`src/sv/sre_pkg.sv`:
```
// shared types and constants for the sliding rms envelope block
// no dependencies; used by sre_mult, sre_div, sre_sqrt and the top level
`timescale 1ns / 1ps

package sre_pkg;

    localparam int SAMPLE_W   = 16;
    localparam int ENV_W      = 15;
    localparam int WL_W       = 9;
    localparam int GAIN_W     = 16;
    localparam int CFG_IDX_W  = 1;
    localparam int CFG_DATA_W = 16;

    // serial multiplier operand and product widths
    localparam int MUL_W   = 16;
    localparam int MUL_P_W = 2 * MUL_W;

    localparam logic [ENV_W-1:0] ENV_MAX   = 15'h7fff;
    localparam logic [WL_W-1:0]  WL_RESET  = 9'd64;
    localparam logic [GAIN_W-1:0] GAIN_RESET = 16'd0;

    // configuration register indexes
    localparam logic [CFG_IDX_W-1:0] REG_WINDOW_LENGTH = 1'b0;
    localparam logic [CFG_IDX_W-1:0] REG_LPF_GAIN      = 1'b1;

    // status of a multi-cycle arithmetic unit
    typedef struct packed {
        logic busy;
        logic done;
    } unit_stat_t;

endpackage

```
`src/sv/sre_sqrt.sv`:
```
// serial floor square root, one root bit (two operand bits) per cycle
// depends on sre_pkg
`timescale 1ns / 1ps

module sre_sqrt #(
    parameter int IN_W = 40
) (
    input  logic                  aclk,
    input  logic                  aresetn,
    input  logic                  start,
    input  logic [IN_W-1:0]       operand,
    output logic [IN_W/2-1:0]     root,
    output sre_pkg::unit_stat_t   stat
);

    localparam int RT_W  = IN_W / 2;
    localparam int CNT_W = $clog2(RT_W);

    logic [IN_W-1:0]  x_reg, x_next;
    logic [RT_W:0]    rem_reg, rem_next;
    logic [RT_W-1:0]  root_reg, root_next;
    logic [CNT_W-1:0] cnt_reg, cnt_next;
    logic             busy_reg, busy_next;
    logic             done_reg, done_next;
    logic [RT_W+1:0]  shifted;
    logic [RT_W+1:0]  trial;
    logic [RT_W+2:0]  diff;
    logic             ge;

    always_comb begin
        shifted   = {rem_reg[RT_W-1:0], x_reg[IN_W-1:IN_W-2]};
        trial     = {root_reg, 2'b01};
        diff      = {1'b0, shifted} - {1'b0, trial};
        ge        = !diff[RT_W+2];
        x_next    = x_reg;
        rem_next  = rem_reg;
        root_next = root_reg;
        cnt_next  = cnt_reg;
        busy_next = busy_reg;
        done_next = 1'b0;
        if (start) begin
            x_next    = operand;
            rem_next  = '0;
            root_next = '0;
            cnt_next  = CNT_W'(RT_W - 1);
            busy_next = 1'b1;
        end else if (busy_reg) begin
            x_next    = {x_reg[IN_W-3:0], 2'b00};
            rem_next  = ge ? diff[RT_W:0] : shifted[RT_W:0];
            root_next = {root_reg[RT_W-2:0], ge};
            cnt_next  = cnt_reg - 1'b1;
            if (cnt_reg == '0) begin
                busy_next = 1'b0;
                done_next = 1'b1;
            end
        end
    end

    always_ff @(posedge aclk) begin
        if (!aresetn) begin
            busy_reg <= 1'b0;
            done_reg <= 1'b0;
        end else begin
            busy_reg <= busy_next;
            done_reg <= done_next;
        end
        x_reg    <= x_next;
        rem_reg  <= rem_next;
        root_reg <= root_next;
        cnt_reg  <= cnt_next;
    end

    assign root      = root_reg;
    assign stat.busy = busy_reg;
    assign stat.done = done_reg;

endmodule

```
`config.mk`:
```
export PLATFORM = sky130hd
export DESIGN_NAME = sre_sqrt
export DESIGN_NICKNAME = d
export VERILOG_FILES = /design/src/sv/sre_pkg.sv /design/src/sv/sre_sqrt.sv
export SDC_FILE = /design/constraint.sdc
export NUM_CORES = 1
export LEC_CHECK = 0
export BUFFER_PORTS_ARGS = -buffer_cell sky130_fd_sc_hd__buf_2
export CORE_MARGIN = 2
export CORE_UTILIZATION = 58
export CTS_CLUSTER_SIZE = 25
export DETAILED_ROUTE_END_ITERATION = 10
export GPL_TIMING_DRIVEN = 0
export PLACE_DENSITY = 0.79
export SETUP_SLACK_MARGIN = 0.1
export SYNTH_ARGS = -nofsm -noshare
export SYNTH_HDL_FRONTEND = slang
export SYNTH_SLANG_ARGS = --single-unit
```
`constraint.sdc`:
```
create_clock -name aclk -period 2.4 [get_ports aclk]
set_input_delay 0.12 -clock aclk [delete_from_list [all_inputs] [get_ports aclk]]
set_output_delay 0.12 -clock aclk [all_outputs]
set_load 0.1 [all_outputs]
```
==> impl_results.html, run 1 <==
<table>
<tr><th>Metric</th><th>Value</th></tr>
<tr><th colspan="2">Synthesis</th></tr>
<tr><td>Library cells used by synthesis</td><td>54</td></tr>
<tr><td>Adder and majority gate portion of the synthesized area</td><td>0.0570</td></tr>
<tr><td>Yosys synthesis warning count</td><td>0</td></tr>
<tr><td>Share of the yosys chip area belonging to registers</td><td>0.444</td></tr>
<tr><td>Share of synthesized flip-flops with an asynchronous set or reset</td><td>0</td></tr>
<tr><td>Synth Area in Compound Gates</td><td>0.147</td></tr>
<tr><td>Share of synthesized cell area in and, or, nand and nor gates</td><td>0.116</td></tr>
<tr><td>Syn_area_per_cell</td><td>10.3 um^2</td></tr>
<tr><td>Post-synth EDFFs</td><td>40</td></tr>
<tr><td>Dominant register cell in the synthesized netlist</td><td>sky130_fd_sc_hd__dfxtp_1</td></tr>
<tr><td>Mapped Nets</td><td>533</td></tr>
<tr><td>Synthesized instance count</td><td>468</td></tr>
<tr><td>Xor/xnor share of the synthesized area</td><td>0.0290</td></tr>
<tr><td>Main combinational cell family by area after synthesis</td><td>compound AO/OA/AOI/OAI gates</td></tr>
<tr><td>Post-synthesis register bit count</td><td>87</td></tr>
<tr><td>Cell area after synthesis</td><td>4830 um^2</td></tr>
<tr><td>Mux contribution to synthesized area</td><td>0.145</td></tr>
<tr><th colspan="2">Pwr</th></tr>
<tr><td>Share of total power in the clock network</td><td>0.157</td></tr>
<tr><td>Flop pwr share</td><td>0.274</td></tr>
<tr><td>Standby leakage power</td><td>2.46 nW</td></tr>
<tr><td>Total power divided by cell area</td><td>1130 nW/um^2</td></tr>
<tr><td>Internal power</td><td>4.20 mW</td></tr>
<tr><td>Peak VDD IR</td><td>0.552 mV</td></tr>
<tr><td>Switching power of the nets</td><td>2.65 mW</td></tr>
<tr><td>Combinational share of power</td><td>0.569</td></tr>
<tr><td>Switching share of total power</td><td>0.387</td></tr>
<tr><th colspan="2">Route</th></tr>
<tr><td>Via-to-Cell Ratio</td><td>5.94</td></tr>
<tr><td>Average wire length per cell after detail routing</td><td>17.1 um</td></tr>
<tr><td>Vias after detailed routing</td><td>4002</td></tr>
<tr><td>Number of nets with antenna violations after detailed routing</td><td>0</td></tr>
<tr><td>Violation count after the first detailed-route iteration</td><td>275</td></tr>
<tr><td>DRC viols</td><td>0</td></tr>
<tr><td>First-pass iteration count of the detailed router</td><td>6</td></tr>
<tr><td>Wire length reported by the detailed router</td><td>11500 um</td></tr>
<tr><th colspan="2">Finish</th></tr>
<tr><td>Syn-to-layout area delta</td><td>25.5%</td></tr>
<tr><td>Footprint of the flip-flops and latches</td><td>2220 um^2</td></tr>
<tr><td>Area used by multi-input combinational logic</td><td>2630 um^2</td></tr>
<tr><td>Number of fillers in the final layout</td><td>556</td></tr>
<tr><td>Layout cell share with drive strength beyond 1</td><td>0.388</td></tr>
<tr><td>Ant diodes</td><td>0</td></tr>
<tr><td>Non-filler instance count after layout</td><td>674</td></tr>
<tr><td>Post-layout nets</td><td>629</td></tr>
<tr><td>Max reg flops</td><td>40</td></tr>
<tr><td>Utilization after layout</td><td>0.745</td></tr>
<tr><th colspan="2">Global route</th></tr>
<tr><td>Met2 track utilization from global routing</td><td>0.418</td></tr>
<tr><td>Antenna violations before repair</td><td>0</td></tr>
<tr><td>Met3 track demand over resource</td><td>0.0435</td></tr>
<tr><td>M1 GR Usage</td><td>0.313</td></tr>
<tr><td>Total global routing track utilization</td><td>0.247</td></tr>
<tr><td>Global route overflow</td><td>0</td></tr>
<tr><td>Maximum number of pins on one net before global-route repair</td><td>41</td></tr>
<tr><td>Vias in the first global route</td><td>3736</td></tr>
<tr><td>Highest-utilization routing layer at the global route stage</td><td>met2</td></tr>
<tr><td>First-pass GRT wire length</td><td>17300 um</td></tr>
<tr><th colspan="2">Outcome</th></tr>
<tr><td>Result of the run</td><td>complete, no violations</td></tr>
<tr><th colspan="2">Timing</th></tr>
<tr><td>Slew Limit Fails</td><td>0</td></tr>
<tr><td>Achievable frequency</td><td>418 MHz</td></tr>
<tr><td>Clock skew after layout</td><td>11.5 ps</td></tr>
<tr><td>Post-layout min period</td><td>2390 ps</td></tr>
<tr><td>Slew of the pin with the lowest slew margin</td><td>876 ps</td></tr>
<tr><td>Share of the clock period used by the worst path</td><td>0.996</td></tr>
<tr><td>Final worst slack</td><td>9.96 ps</td></tr>
<tr><td>Hold slack final</td><td>37.7 ps</td></tr>
<tr><td>Number of setup violations in the final report</td><td>0</td></tr>
<tr><td>Total count of hold-check failures in the final report</td><td>0</td></tr>
<tr><td>RSZ-0062 raised after global routing</td><td>yes</td></tr>
<tr><td>Final sum of negative setup slack</td><td>0 ps</td></tr>
<tr><td>Max-Slew Margin vs Limit</td><td>0.416</td></tr>
<tr><th colspan="2">Clocking</th></tr>
<tr><td>Hold buffer count at CTS</td><td>0</td></tr>
<tr><td>Clock insertion delay at the later pin of the skew report</td><td>350 ps</td></tr>
<tr><td>Root buf cell</td><td>sky130_fd_sc_hd__clkbuf_8</td></tr>
<tr><td>CTS Sinks</td><td>87</td></tr>
<tr><td>Clock-pin slew on the worst setup and hold paths</td><td>90 ps</td></tr>
<tr><td>CTS tree</td><td>done</td></tr>
<tr><td>CTS H-tree lvls</td><td>3</td></tr>
<tr><td>Buffer levels on the longest clock path</td><td>2</td></tr>
<tr><td>Cts bufs inserted</td><td>9</td></tr>
<tr><th colspan="2">Critical path</th></tr>
<tr><td>CP arrival</td><td>2650 ps</td></tr>
<tr><td>List of cells traversed by the critical path</td><td>ha_4 -&gt; buf_6 -&gt; a21o_1 -&gt; o21bai_4 -&gt; a221oi_4 -&gt; a32o_2 -&gt; buf_6 -&gt; nand2_4 -&gt; a311oi_2</td></tr>
<tr><td>Type of element capturing the critical path</td><td>flop</td></tr>
<tr><td>Crit Reg-Reg Startpoint</td><td>rem_reg[7]$_SDFFE_PP0P_</td></tr>
<tr><td>Worst setup slack for register-to-register paths</td><td>10 ps</td></tr>
<tr><td>Most frequent cell on the critical path</td><td>sky130_fd_sc_hd__buf_6</td></tr>
<tr><td>Endpoint required time on the critical path</td><td>2660 ps</td></tr>
<tr><td>End of the worst register-to-register path</td><td>rem_reg[10]$_SDFFE_PP0P_</td></tr>
<tr><td>Crit path launch type</td><td>flop</td></tr>
<tr><td>Number of cell instances on the worst register-to-register path</td><td>9</td></tr>
<tr><td>Critical path start-end classification</td><td>flop to flop</td></tr>
<tr><td>Master of the slowest instance on the critical path</td><td>sky130_fd_sc_hd__dfxtp_4</td></tr>
<tr><td>Max stage delay on crit path</td><td>380 ps</td></tr>
<tr><td>Worst-path fanout max</td><td>7</td></tr>
<tr><th colspan="2">Floorplanning</th></tr>
<tr><td>Core Box Area</td><td>8130 um^2</td></tr>
<tr><td>Number of rows in the core area</td><td>33</td></tr>
<tr><td>Area of the die</td><td>9070 um^2</td></tr>
<tr><td>Die span in y</td><td>95.2 um</td></tr>
<tr><td>Effective utilization at floorplan</td><td>0.593</td></tr>
<tr><td>I/O pin cnt</td><td>65</td></tr>
<tr><td>Die W</td><td>95.2 um</td></tr>
<tr><th colspan="2">Place</th></tr>
<tr><td>Setup slack at placement</td><td>-79.1 ps</td></tr>
<tr><td>Placed Cells incl. Taps</td><td>637</td></tr>
<tr><td>Hpwl dp</td><td>8030 um</td></tr>
<tr><td>Gpl congestion</td><td>0.867</td></tr>
<tr><td>Port bufs</td><td>64</td></tr>
<tr><th colspan="2">Min path</th></tr>
<tr><td>Worst hold endpoint</td><td>done_reg$_SDFF_PP0_</td></tr>
<tr><td>Hold-critical path depth</td><td>3</td></tr>
<tr><td>Min-Delay Startpoint</td><td>aresetn</td></tr>
<tr><td>Path category of the worst min-delay check</td><td>input pin to flop</td></tr>
<tr><th colspan="2">Run</th></tr>
<tr><td>Max capacitance violation total</td><td>0</td></tr>
</table>
-- cells by family after synthesis --
family | count (synthesis)
muxes | 65
and+or+nand+nor | 119
DFF | 87
buffers and inverters | 59
adders and majority gates | 22
AOI/OAI and AO/OA | 100
xor gates and xnor gates | 16
-- cell usage after synthesis (2+ instances only) --
cell                       number  area (um^2)
sky130_fd_sc_hd__o21bai_1       2         15.0
sky130_fd_sc_hd__buf_6          5         56.3
sky130_fd_sc_hd__buf_4          6         45.0
sky130_fd_sc_hd__a32oi_1        7         61.3
sky130_fd_sc_hd__nand2_1       30          113
sky130_fd_sc_hd__xor2_1         3         26.3
sky130_fd_sc_hd__a31oi_1        4         25.0
sky130_fd_sc_hd__a21o_1         4         30.0
sky130_fd_sc_hd__o31ai_1        4         30.0
sky130_fd_sc_hd__nand4_1        4         25.0
sky130_fd_sc_hd__a211oi_1       9         67.6
sky130_fd_sc_hd__buf_1          2         7.51
sky130_fd_sc_hd__inv_1         34          128
sky130_fd_sc_hd__nand2b_1       7         43.8
sky130_fd_sc_hd__a21oi_4        2         32.5
sky130_fd_sc_hd__nor3_1         9         45.0
sky130_fd_sc_hd__o21a_1         6         45.0
sky130_fd_sc_hd__clkbuf_8       2         27.5
sky130_fd_sc_hd__and4_1         4         35.0
sky130_fd_sc_hd__o211ai_1       7         52.6
sky130_fd_sc_hd__nor2_1        42          158
sky130_fd_sc_hd__o21ai_0       19         95.1
sky130_fd_sc_hd__ha_1          22          275
sky130_fd_sc_hd__nor4_1         2         12.5
sky130_fd_sc_hd__dfxtp_1       47          941
sky130_fd_sc_hd__clkbuf_1       9         33.8
sky130_fd_sc_hd__a311oi_1       2         17.5
sky130_fd_sc_hd__mux2_2        38          428
sky130_fd_sc_hd__mux2i_1       27          270
sky130_fd_sc_hd__and2_1         2         12.5
sky130_fd_sc_hd__or3_1          4         25.0
sky130_fd_sc_hd__xnor2_1       13          114
sky130_fd_sc_hd__nand3_1       10         50.1
sky130_fd_sc_hd__o311ai_0       3         26.3
sky130_fd_sc_hd__a21oi_1       19         95.1
sky130_fd_sc_hd__edfxtp_1      40         1200
-- routing by layer --
layer  share of wire  up-vias  routed length, um
met1            0.42     1951               4860
li1                -     1904                  -
met2            0.51      128               5830
met3           0.058       19                673
met4           0.016        0                181
met5               0        -                  0
-- final cells by class --
| type | count | area share |
|---|---|---|
| Buffer | 25 | 0.0326 |
| Clock buffer | 10 | 0.0227 |
| Clock inverter | 6 | 0.0126 |
| Inverter | 34 | 0.0215 |
| Multi-Input combinational cell | 322 | 0.434 |
| Sequential cell | 87 | 0.366 |
| Tap cell | 105 | 0.0217 |
| Timing Repair Buffer | 85 | 0.0888 |
-- worst max-delay path, delay by kind of cell (launching register included) --
kind	cells	cell delay, ps
AND/OR/NAND/NOR	1	60
buffers and inverters	2	320
AO/OA/AOI/OAI	5	1290
adder cells (fa/ha/maj)	1	230
flip-flops	1	380
-- power groups by stage --
| stage | clock [mW] | sequential, mW | combinational (mW) |
|---|---|---|---|
| floorplan | 0 | 1.90 | 2.30 |
| global placement | 0 | 1.87 | 2.87 |
| detailed placement | 0 | 1.88 | 2.94 |
| CTS | 1.09 | 1.85 | 3.18 |
| global route | 1.14 | 1.89 | 4.14 |
| finish | 1.08 | 1.88 | 3.90 |
-- through the flow --
| step | instance area [um^2] | power (mW) |
|---|---|---|
| floorplan | 4980 | 4.19 |
| global placement | 5440 | 4.74 |
| detailed placement | 5440 | 4.82 |
| CTS | 5790 | 6.13 |
| global route | 6060 | 7.17 |
| finish | 6060 | 6.86 |
-- cells in the final DEF (no fill, tap or decap), drive strengths merged, types with 2 or more instances in the layout --
| cell | netlist | layout |
|---|---|---|
| and4 | 4 | 4 |
| or3 | 4 | 4 |
| nand3 | 10 | 10 |
| edfxtp | 40 | 40 |
| a32oi | 7 | 7 |
| nand2 | 30 | 30 |
| ha | 22 | 22 |
| nand2b | 7 | 7 |
| inv | 34 | 36 |
| o21a | 6 | 6 |
| o211ai | 7 | 7 |
| xnor2 | 13 | 13 |
| mux2i | 27 | 27 |
| o31a | 2 | 2 |
| nand4 | 4 | 4 |
| a311oi | 2 | 2 |
| o21ai | 21 | 21 |
| a31oi | 4 | 4 |
| a21oi | 21 | 21 |
| nor2 | 42 | 42 |
| buf | 14 | 97 |
| clkbuf | 11 | 23 |
| and2 | 4 | 4 |
| dfxtp | 47 | 47 |
| a211oi | 9 | 9 |
| a21o | 4 | 4 |
| nor4 | 2 | 2 |
| o31ai | 4 | 4 |
| o311ai | 3 | 3 |
| mux2 | 38 | 38 |
| clkinv | 0 | 3 |
| nor3 | 9 | 9 |
| xor2 | 3 | 3 |
| o21bai | 2 | 2 |
-- timing repair --
action / 4_1_cts / 5_1_grt
setup buffers: 9 / 10
gates cloned: 0 / 2
pin swaps: 6 / 18
resized for setup: 14 / 30
endpoints found under the setup margin: 21 / 61
hold endpoints to repair: 0 / 0
-- worst max path at each step --
stage / startpoint / to / slack (ps) / cells past startpoint
after floorplan: root[11]$_SDFFE_PP0P_ / rem_reg[10]$_SDFFE_PP0P_ / 10 / 9
after CTS: rem_reg[7]$_SDFFE_PP0P_ / rem_reg[6]$_SDFFE_PP0P_ / 50 / 10
final: rem_reg[7]$_SDFFE_PP0P_ / rem_reg[10]$_SDFFE_PP0P_ / 10 / 9
after global routing: root[7]$_SDFFE_PP0P_ / rem_reg[1]$_SDFFE_PP0P_ / -50 / 11
after detailed placement: rem_reg[7]$_SDFFE_PP0P_ / rem_reg[15]$_SDFFE_PP0P_ / -80 / 9
after global placement: busy_reg$_SDFF_PN0_ / x_reg[7]$_DFFE_PP_ / -150 / 3
No activity file was read; power rests on OpenSTA's default activity.
==> run 2: changes to the inputs <==
--- a/config.mk
+++ b/config.mk
@@ -6,8 +6,10 @@
 export NUM_CORES = 1
 export LEC_CHECK = 0
 export BUFFER_PORTS_ARGS = -buffer_cell sky130_fd_sc_hd__buf_2
+export CELL_PAD_IN_SITES_DETAIL_PLACEMENT = 1
+export CELL_PAD_IN_SITES_GLOBAL_PLACEMENT = 1
 export CORE_MARGIN = 2
-export CORE_UTILIZATION = 58
+export CORE_UTILIZATION = 45
 export CTS_CLUSTER_SIZE = 25
 export DETAILED_ROUTE_END_ITERATION = 10
 export GPL_TIMING_DRIVEN = 0
==> impl_results.html, run 2 (synthesis results as in run 1) <==
<table>
<tr><th>Metric</th><th>Value</th></tr>
<tr><th colspan="2">Place</th></tr>
<tr><td>Setup slack at placement</td><td>-132 ps (-53.0 ps)</td></tr>
<tr><td>Port bufs</td><td>64 (unchanged)</td></tr>
<tr><td>Placed Cells incl. Taps</td><td>668 (+4.9%)</td></tr>
<tr><td>Gpl congestion</td><td>0.865 (-0.28%)</td></tr>
<tr><td>Hpwl dp</td><td>9550 um (+19%)</td></tr>
<tr><th colspan="2">Timing</th></tr>
<tr><td>Number of setup violations in the final report</td><td>0 (unchanged)</td></tr>
<tr><td>Slew of the pin with the lowest slew margin</td><td>928 ps (+52.1 ps)</td></tr>
<tr><td>Final sum of negative setup slack</td><td>0 ps (unchanged)</td></tr>
<tr><td>Hold slack final</td><td>35.6 ps (-2.15 ps)</td></tr>
<tr><td>Achievable frequency</td><td>420 MHz (+0.38%)</td></tr>
<tr><td>Share of the clock period used by the worst path</td><td>0.992 (-0.00374)</td></tr>
<tr><td>RSZ-0062 raised after global routing</td><td>yes</td></tr>
<tr><td>Clock skew after layout</td><td>23.1 ps (+11.6 ps)</td></tr>
<tr><td>Post-layout min period</td><td>2380 ps (-8.98 ps)</td></tr>
<tr><td>Final worst slack</td><td>18.9 ps (+8.98 ps)</td></tr>
<tr><td>Slew Limit Fails</td><td>0 (unchanged)</td></tr>
<tr><td>Max-Slew Margin vs Limit</td><td>0.381 (-0.0347)</td></tr>
<tr><td>Total count of hold-check failures in the final report</td><td>0 (unchanged)</td></tr>
<tr><th colspan="2">Global route</th></tr>
<tr><td>First-pass GRT wire length</td><td>22400 um (+30%)</td></tr>
<tr><td>Total global routing track utilization</td><td>0.255 (+0.00758)</td></tr>
<tr><td>Vias in the first global route</td><td>4303 (+15%)</td></tr>
<tr><td>Antenna violations before repair</td><td>0 (unchanged)</td></tr>
<tr><td>Maximum number of pins on one net before global-route repair</td><td>41 (unchanged)</td></tr>
<tr><td>Global route overflow</td><td>0 (unchanged)</td></tr>
<tr><th colspan="2">Critical path</th></tr>
<tr><td>List of cells traversed by the critical path</td><td>ha_4 -&gt; buf_6 -&gt; and4_4 -&gt; buf_6 -&gt; a221oi_4 -&gt; a32o_2 -&gt; buf_6 -&gt; mux2i_1 -&gt; a211oi_1</td></tr>
<tr><td>Top cell family by delay on the critical path</td><td>compound AO/OA/AOI/OAI gates</td></tr>
<tr><td>Stages on the worst setup path</td><td>9 (unchanged)</td></tr>
<tr><td>Critical path start-end classification</td><td>flop to flop</td></tr>
<tr><td>Type of element capturing the critical path</td><td>flop</td></tr>
<tr><td>End of the worst register-to-register path</td><td>rem_reg[11]$_SDFFE_PP0P_</td></tr>
<tr><td>Worst-path fanout max</td><td>6 (-1)</td></tr>
<tr><td>Crit path launch type</td><td>flop</td></tr>
<tr><td>Endpoint required time on the critical path</td><td>2690 ps (+30 ps)</td></tr>
<tr><td>CP arrival</td><td>2670 ps (+20 ps)</td></tr>
<tr><td>Crit Reg-Reg Startpoint</td><td>rem_reg[11]$_SDFFE_PP0P_</td></tr>
<tr><td>Master of the slowest instance on the critical path</td><td>sky130_fd_sc_hd__a32o_2</td></tr>
<tr><td>Most frequent cell on the critical path</td><td>sky130_fd_sc_hd__buf_6</td></tr>
<tr><td>Worst setup slack for register-to-register paths</td><td>20 ps (about the same)</td></tr>
<tr><td>Origin of the worst setup path</td><td>rem_reg[11]$_SDFFE_PP0P_</td></tr>
<tr><td>Max stage delay on crit path</td><td>410 ps (+30 ps)</td></tr>
<tr><td>Number of cell instances on the worst register-to-register path</td><td>9 (unchanged)</td></tr>
<tr><td>Critical path capture point</td><td>rem_reg[11]$_SDFFE_PP0P_</td></tr>
<tr><td>Bufs and invs on worst path</td><td>3 (+1)</td></tr>
<tr><th colspan="2">Pwr</th></tr>
<tr><td>Peak VDD IR</td><td>0.548 mV (-0.70%)</td></tr>
<tr><td>Total power divided by cell area</td><td>1170 nW/um^2 (+3.3%)</td></tr>
<tr><td>Standby leakage power</td><td>2.53 nW (+2.8%)</td></tr>
<tr><th colspan="2">Route</th></tr>
<tr><td>Wire length reported by the detailed router</td><td>15300 um (+33%)</td></tr>
<tr><td>Violation count after the first detailed-route iteration</td><td>213 (-23%)</td></tr>
<tr><td>Met3 routed wirelength</td><td>574 um (-15%)</td></tr>
<tr><td>Metal2 WL</td><td>7880 um (+35%)</td></tr>
<tr><td>First-pass iteration count of the detailed router</td><td>4 (-2)</td></tr>
<tr><td>Top layer reached by signal wires</td><td>met4</td></tr>
<tr><td>Average wire length per cell after detail routing</td><td>21.4 um (+25%)</td></tr>
<tr><td>Number of nets with antenna violations after detailed routing</td><td>0 (unchanged)</td></tr>
<tr><td>DRT met1 WL</td><td>6420 um (+32%)</td></tr>
<tr><td>Vias after detailed routing</td><td>4124 (+3.0%)</td></tr>
<tr><td>DRC viols</td><td>0 (unchanged)</td></tr>
<tr><td>Via-to-Cell Ratio</td><td>5.75 (-3.1%)</td></tr>
<tr><th colspan="2">Finish</th></tr>
<tr><td>Utilization after layout</td><td>0.609 (-0.136)</td></tr>
<tr><td>Layout cell share with drive strength beyond 1</td><td>0.434 (+0.0453)</td></tr>
<tr><td>Max reg flops</td><td>40 (unchanged)</td></tr>
<tr><td>Post-layout nets</td><td>641 (+1.9%)</td></tr>
<tr><td>Number of fillers in the final layout</td><td>1178 (+110%)</td></tr>
<tr><td>Most common cell after layout, fill and taps aside</td><td>sky130_fd_sc_hd__buf_2</td></tr>
<tr><td>Commonest cells after routing, fill and taps aside</td><td>sky130_fd_sc_hd__buf_2, sky130_fd_sc_hd__nor2_1, sky130_fd_sc_hd__edfxtp_1, sky130_fd_sc_hd__mux2_2, sky130_fd_sc_hd__buf_4</td></tr>
<tr><td>Non-filler instance count after layout</td><td>717 (+6.4%)</td></tr>
<tr><td>Ant diodes</td><td>0 (unchanged)</td></tr>
<tr><td>Syn-to-layout area delta</td><td>30.8%</td></tr>
<tr><th colspan="2">Clocking</th></tr>
<tr><td>Cts bufs inserted</td><td>9 (unchanged)</td></tr>
<tr><td>CTS Sinks</td><td>87 (unchanged)</td></tr>
<tr><td>Buffer levels on the longest clock path</td><td>2 (unchanged)</td></tr>
<tr><td>CTS H-tree lvls</td><td>3 (unchanged)</td></tr>
<tr><td>Root buf cell</td><td>sky130_fd_sc_hd__clkbuf_8</td></tr>
<tr><td>CTS tree</td><td>done</td></tr>
<tr><td>Clock insertion delay at the later pin of the skew report</td><td>390 ps (+40 ps)</td></tr>
<tr><td>Clock-pin slew on the worst setup and hold paths</td><td>120 ps (+30 ps)</td></tr>
<tr><th colspan="2">Floorplanning</th></tr>
<tr><td>Die span in y</td><td>108 um (+13%)</td></tr>
<tr><td>I/O pin cnt</td><td>65 (unchanged)</td></tr>
<tr><td>Die W</td><td>108 um (+13%)</td></tr>
<tr><td>Area of the die</td><td>11600 um^2 (+28%)</td></tr>
<tr><td>Effective utilization at floorplan</td><td>0.465 (-0.128)</td></tr>
<tr><td>Number of rows in the core area</td><td>37 (+12%)</td></tr>
<tr><td>Core Box Area</td><td>10400 um^2 (+27%)</td></tr>
<tr><th colspan="2">Run</th></tr>
<tr><td>Max capacitance violation total</td><td>0 (unchanged)</td></tr>
<tr><th colspan="2">Min path</th></tr>
<tr><td>Path category of the worst min-delay check</td><td>input pin to flop</td></tr>
<tr><td>Hold-critical path depth</td><td>2 (-1)</td></tr>
<tr><td>Min-Delay Startpoint</td><td>operand[0]</td></tr>
<tr><th colspan="2">Outcome</th></tr>
<tr><td>Result of the run</td><td>complete, no violations</td></tr>
</table>
[run 2: cell types whose count changed in the layout (fill, tap and decap cells not counted), sizes merged]
cell         change
dlygate4sd3      +1
clkinvlp         +1
clkinv           -2
inv              +1
clkbuf           -1
buf             +12
[run 2: routing by layer]
metal  GRT usage  vias to the layer above
li1            -                     1917
met1       0.324                     2053
met2       0.438                      118
met3      0.0430                       36
met4      0.0852                        0
met5           0                        -
[run 2: worst min path at each step]
stage | end | slack [ps]
3_3_place_gp | busy_reg$_SDFF_PN0_ | 360
4_1_cts | x_reg[36]$_DFFE_PP_ | 20
5_1_grt | x_reg[36]$_DFFE_PP_ | 40
3_5_place_dp | busy_reg$_SDFF_PN0_ | 390
2_1_floorplan | busy_reg$_SDFF_PN0_ | 260
6_report | x_reg[0]$_SDFFCE_PN0P_ | 40
[run 2: layout make-up]
type	count	area [um^2]	area share
multi-input combinational	322	2770	0.438
sequential	87	2220	0.352
timing repair buffer	100	638	0.101
buffer	22	175	0.0277
tap	136	170	0.0269
inverter	34	138	0.0218
clock buffer	10	128	0.0202
clock inverter	6	75.1	0.0119
[run 2: through the flow]
step | power (mW) | instance area [um^2]
2_1_floorplan | 4.19 | 4980
3_3_place_gp | 4.80 | 5480
3_5_place_dp | 4.89 | 5480
4_1_cts | 6.81 | 6030
5_1_grt | 7.71 | 6320
6_report | 7.38 | 6320
[run 2: report_power, final]
group	switching [mW]	internal, mW	leakage, nW
clock network	0.622	0.499	0.0994
registers	0.160	1.73	0.803
logic	2.27	2.10	1.63
total	3.05	4.33	2.53
[run 2: timing repair]
| action | 4_1_cts | 5_1_grt |
|---|---|---|
| endpoints found under the hold margin | 2 | 0 |
| gates resized for setup | 26 | 62 |
| pin swaps | 13 | 23 |
| cloned | 2 | 1 |
| hold buffers | 1 | 0 |
| endpoints found under the setup margin | 21 | 61 |
| buffers inserted | 27 | 6 |
==> run 3: changes to the inputs <==
--- a/config.mk
+++ b/config.mk
@@ -13,7 +13,7 @@
 export CTS_CLUSTER_SIZE = 25
 export DETAILED_ROUTE_END_ITERATION = 10
 export GPL_TIMING_DRIVEN = 0
-export PLACE_DENSITY = 0.79
+export PLACE_DENSITY = 0.86
 export SETUP_SLACK_MARGIN = 0.1
 export SYNTH_ARGS = -nofsm -noshare
 export SYNTH_HDL_FRONTEND = slang
==> impl_results.html, run 3 (synthesis results as in run 1) <==
<table>
<tr><th>Metric</th><th>Value</th></tr>
<tr><th colspan="2">Outcome</th></tr>
<tr><td>Result of the run</td><td>complete, but fails checks</td></tr>
<tr><td>Violations in the final reports</td><td>negative setup slack</td></tr>
<tr><th colspan="2">Timing</th></tr>
<tr><td>Number of setup violations in the final report</td><td>21 (+21)</td></tr>
<tr><td>Final sum of negative setup slack</td><td>-3710 ps (-3710 ps)</td></tr>
<tr><td>Final worst slack</td><td>-287 ps (-306 ps)</td></tr>
<tr><td>Clock skew after layout</td><td>25.7 ps (+2.64 ps)</td></tr>
<tr><td>Slew of the pin with the lowest slew margin</td><td>1020 ps (+94.5 ps)</td></tr>
<tr><td>Total count of hold-check failures in the final report</td><td>0 (unchanged)</td></tr>
<tr><td>Achievable frequency</td><td>372 MHz (-11%)</td></tr>
<tr><td>Share of the clock period used by the worst path</td><td>1.12 (+0.128)</td></tr>
<tr><td>RSZ-0062 raised after global routing</td><td>yes</td></tr>
<tr><td>Max-Slew Margin vs Limit</td><td>0.318 (-0.0630)</td></tr>
<tr><td>Slew Limit Fails</td><td>0 (unchanged)</td></tr>
<tr><td>Post-layout min period</td><td>2690 ps (+306 ps)</td></tr>
<tr><th colspan="2">Floorplanning</th></tr>
<tr><td>Number of rows in the core area</td><td>37 (unchanged)</td></tr>
<tr><td>I/O pin cnt</td><td>65 (unchanged)</td></tr>
<tr><td>Die span in y</td><td>108 um (unchanged)</td></tr>
<tr><td>Effective utilization at floorplan</td><td>0.465 (unchanged)</td></tr>
<tr><td>Die W</td><td>108 um (unchanged)</td></tr>
<tr><td>Core Box Area</td><td>10400 um^2 (unchanged)</td></tr>
<tr><td>Area of the die</td><td>11600 um^2 (unchanged)</td></tr>
<tr><th colspan="2">Finish</th></tr>
<tr><td>Post-layout nets</td><td>647 (+0.94%)</td></tr>
<tr><td>Layout cell share with drive strength beyond 1</td><td>0.428 (-0.00614)</td></tr>
<tr><td>Syn-to-layout area delta</td><td>32.2%</td></tr>
<tr><td>Most common cell after layout, fill and taps aside</td><td>sky130_fd_sc_hd__buf_2</td></tr>
<tr><td>Utilization after layout</td><td>0.615 (+0.00640)</td></tr>
<tr><td>Non-filler instance count after layout</td><td>724 (+0.98%)</td></tr>
<tr><td>Commonest cells after routing, fill and taps aside</td><td>sky130_fd_sc_hd__buf_2, sky130_fd_sc_hd__nor2_1, sky130_fd_sc_hd__edfxtp_1, sky130_fd_sc_hd__mux2_2, sky130_fd_sc_hd__buf_4</td></tr>
<tr><td>Post-Layout Inst Area</td><td>6380 um^2 (+1.0%)</td></tr>
<tr><td>Number of fillers in the final layout</td><td>1129 (-4.2%)</td></tr>
<tr><td>Max reg flops</td><td>40 (unchanged)</td></tr>
<tr><th colspan="2">Route</th></tr>
<tr><td>First-pass iteration count of the detailed router</td><td>5 (+1)</td></tr>
<tr><td>Via-to-Cell Ratio</td><td>6.41 (+11%)</td></tr>
<tr><td>Average wire length per cell after detail routing</td><td>27.8 um (+30%)</td></tr>
<tr><td>DRC viols</td><td>0 (unchanged)</td></tr>
<tr><td>Number of nets with antenna violations after detailed routing</td><td>0 (unchanged)</td></tr>
<tr><td>Wire length reported by the detailed router</td><td>20100 um (+31%)</td></tr>
<tr><td>Violation count after the first detailed-route iteration</td><td>361 (+69%)</td></tr>
<tr><td>Vias after detailed routing</td><td>4642 (+13%)</td></tr>
<tr><th colspan="2">Global route</th></tr>
<tr><td>Met3 track demand over resource</td><td>0.0678 (+0.0248)</td></tr>
<tr><td>Antenna violations before repair</td><td>1 (+1)</td></tr>
<tr><td>Total global routing track utilization</td><td>0.320 (+0.0648)</td></tr>
<tr><td>Maximum number of pins on one net before global-route repair</td><td>25 (-39%)</td></tr>
<tr><td>M1 GR Usage</td><td>0.362 (+0.0377)</td></tr>
<tr><td>Met2 track utilization from global routing</td><td>0.534 (+0.0952)</td></tr>
<tr><td>Highest-utilization routing layer at the global route stage</td><td>met2</td></tr>
<tr><td>Vias in the first global route</td><td>4787 (+11%)</td></tr>
<tr><td>First-pass GRT wire length</td><td>27100 um (+21%)</td></tr>
<tr><td>Global route overflow</td><td>0 (unchanged)</td></tr>
<tr><th colspan="2">Critical path</th></tr>
<tr><td>List of cells traversed by the critical path</td><td>inv_1 -&gt; ha_2 -&gt; nand2b_4 -&gt; a21oi_4 -&gt; o21ai_4 -&gt; a32o_2 -&gt; clkbuf_16 -&gt; buf_4 -&gt; a2111o_1 -&gt; o21ai_1</td></tr>
<tr><td>Endpoint required time on the critical path</td><td>2710 ps (+20 ps)</td></tr>
<tr><td>Number of cell instances on the worst register-to-register path</td><td>10 (+1)</td></tr>
<tr><td>End of the worst register-to-register path</td><td>rem_reg[17]$_SDFFE_PP0P_</td></tr>
<tr><td>Type of element capturing the critical path</td><td>flop</td></tr>
<tr><td>Crit path launch type</td><td>flop</td></tr>
<tr><td>Worst-path fanout max</td><td>5 (-1)</td></tr>
<tr><td>Crit Reg-Reg Startpoint</td><td>root[0]$_SDFFE_PP0P_</td></tr>
<tr><td>Critical path start-end classification</td><td>flop to flop</td></tr>
<tr><td>CP arrival</td><td>2990 ps (+320 ps)</td></tr>
<tr><td>Max stage delay on crit path</td><td>440 ps (+30 ps)</td></tr>
<tr><td>Worst setup slack for register-to-register paths</td><td>-290 ps (-310 ps)</td></tr>
<tr><td>Master of the slowest instance on the critical path</td><td>sky130_fd_sc_hd__ha_2</td></tr>
<tr><th colspan="2">Clocking</th></tr>
<tr><td>CTS Sinks</td><td>87 (unchanged)</td></tr>
<tr><td>Root buf cell</td><td>sky130_fd_sc_hd__clkbuf_8</td></tr>
<tr><td>CTS tree</td><td>done</td></tr>
<tr><td>Cts bufs inserted</td><td>9 (unchanged)</td></tr>
<tr><td>CTS H-tree lvls</td><td>3 (unchanged)</td></tr>
<tr><td>Clock insertion delay at the later pin of the skew report</td><td>400 ps (about the same)</td></tr>
<tr><td>Clock-pin slew on the worst setup and hold paths</td><td>130 ps (about the same)</td></tr>
<tr><td>Buffer levels on the longest clock path</td><td>2 (unchanged)</td></tr>
<tr><th colspan="2">Pwr</th></tr>
<tr><td>Switching power of the nets</td><td>3.62 mW (+19%)</td></tr>
<tr><td>Share of total power in the clock network</td><td>0.152 (about the same)</td></tr>
<tr><td>Switching share of total power</td><td>0.436 (+0.0231)</td></tr>
<tr><td>Peak VDD IR</td><td>0.562 mV (+2.5%)</td></tr>
<tr><td>Combinational share of power</td><td>0.617 (+0.025)</td></tr>
<tr><td>Internal power</td><td>4.68 mW (+8.1%)</td></tr>
<tr><td>Flop pwr share</td><td>0.231 (-0.026)</td></tr>
<tr><td>Total power divided by cell area</td><td>1300 nW/um^2 (+11%)</td></tr>
<tr><td>Standby leakage power</td><td>2.58 nW (+1.9%)</td></tr>
<tr><th colspan="2">Place</th></tr>
<tr><td>Hpwl dp</td><td>10100 um (+6.0%)</td></tr>
<tr><td>Cell area reported after detailed placement</td><td>5530 um^2 (+1.0%)</td></tr>
<tr><td>Placed Cells incl. Taps</td><td>670 (+0.30%)</td></tr>
<tr><td>Setup slack at placement</td><td>-196 ps (-63.6 ps)</td></tr>
<tr><td>Port bufs</td><td>64 (unchanged)</td></tr>
<tr><td>Gpl congestion</td><td>0.849 (-1.9%)</td></tr>
<tr><th colspan="2">Min path</th></tr>
<tr><td>Path category of the worst min-delay check</td><td>input pin to flop</td></tr>
<tr><td>Worst hold endpoint</td><td>x_reg[1]$_SDFFCE_PN0P_</td></tr>
<tr><td>Min-Delay Startpoint</td><td>operand[1]</td></tr>
<tr><td>Hold-critical path depth</td><td>2 (unchanged)</td></tr>
<tr><th colspan="2">Run</th></tr>
<tr><td>Max capacitance violation total</td><td>0 (unchanged)</td></tr>
</table>
[run 3: changes by cell type in the layout (fill, tap and decap cells not counted), moves of 4 or more]
cell                       before  now
sky130_fd_sc_hd__ha_1           5   12
sky130_fd_sc_hd__buf_6          6   12
sky130_fd_sc_hd__a211oi_1       8    4
sky130_fd_sc_hd__a211oi_2       1    5
sky130_fd_sc_hd__ha_4          12    8
sky130_fd_sc_hd__inv_4          4    0
sky130_fd_sc_hd__mux2i_1       27   23
[run 3: worst max-delay path, delay by kind of cell (launching register included)]
family                   cells  cell delay, ps
adder cells (fa/ha/maj)      1             440
AND/OR/NAND/NOR              1             100
AO/OA/AOI/OAI                5            1210
buffers and inverters        3             430
flip-flops                   1             400
[run 3: stage by stage]
stage | hold slack [ps] | power, mW
2_1_floorplan | 256 | 4.19
3_3_place_gp | 357 | 4.78
3_5_place_dp | 382 | 4.94
4_1_cts | 23.9 | 7.11
5_1_grt | 19.1 | 8.49
6_report | 19.5 | 8.30
[run 3: worst max path at each step]
stage / cells after the start / slack, ps / end / start
floorplan: 9 / 10 / rem_reg[10]$_SDFFE_PP0P_ / root[11]$_SDFFE_PP0P_
global placement: 3 / -210 / x_reg[1]$_SDFFCE_PN0P_ / busy_reg$_SDFF_PN0_
detailed placement: 9 / -200 / rem_reg[19]$_SDFFE_PP0P_ / rem_reg[7]$_SDFFE_PP0P_
CTS: 10 / -40 / rem_reg[11]$_SDFFE_PP0P_ / root[7]$_SDFFE_PP0P_
global route: 11 / -300 / rem_reg[5]$_SDFFE_PP0P_ / root[7]$_SDFFE_PP0P_
finish: 10 / -290 / rem_reg[17]$_SDFFE_PP0P_ / root[0]$_SDFFE_PP0P_
[run 3: final cells by class]
cell class              count  area [um^2]  share of cell area
multi-input cells         322         2700               0.424
well taps                 136          170              0.0267
clock buffers               9          124              0.0194
diodes                      1         2.50            0.000392
flip-flops and latches     87         2220               0.348
inverters                  34          128              0.0200
repair buffers            103          722               0.113
clock inverters             7          104              0.0163
plain buffers              25          206              0.0323
[run 3: per-layer routing]
| layer | wire length, um | share of wire |
|---|---|---|
| met1 | 7320 | 0.36 |
| met2 | 9600 | 0.48 |
| met3 | 1510 | 0.075 |
| met4 | 1710 | 0.085 |
| met5 | 0 | 0 |
[run 3: power by group through the flow]
stage               Clock, mW  Combinational (mW)  Sequential (mW)
global placement            0                2.90             1.87
floorplan                   0                2.30             1.90
detailed placement          0                3.05             1.89
global route             1.30                5.26             1.93
CTS                      1.21                4.02             1.88
finish                   1.26                5.12             1.92
[run 3: what timing repair did]
action | 4_1_cts | 5_1_grt
pin swaps | 17 | 10
cloned | 1 | 1
resized for setup | 50 | 23
hold buffers | 1 | 0
hold endpoints to repair | 1 | 0
setup buffers | 24 | 10
setup endpoints to repair | 21 | 21
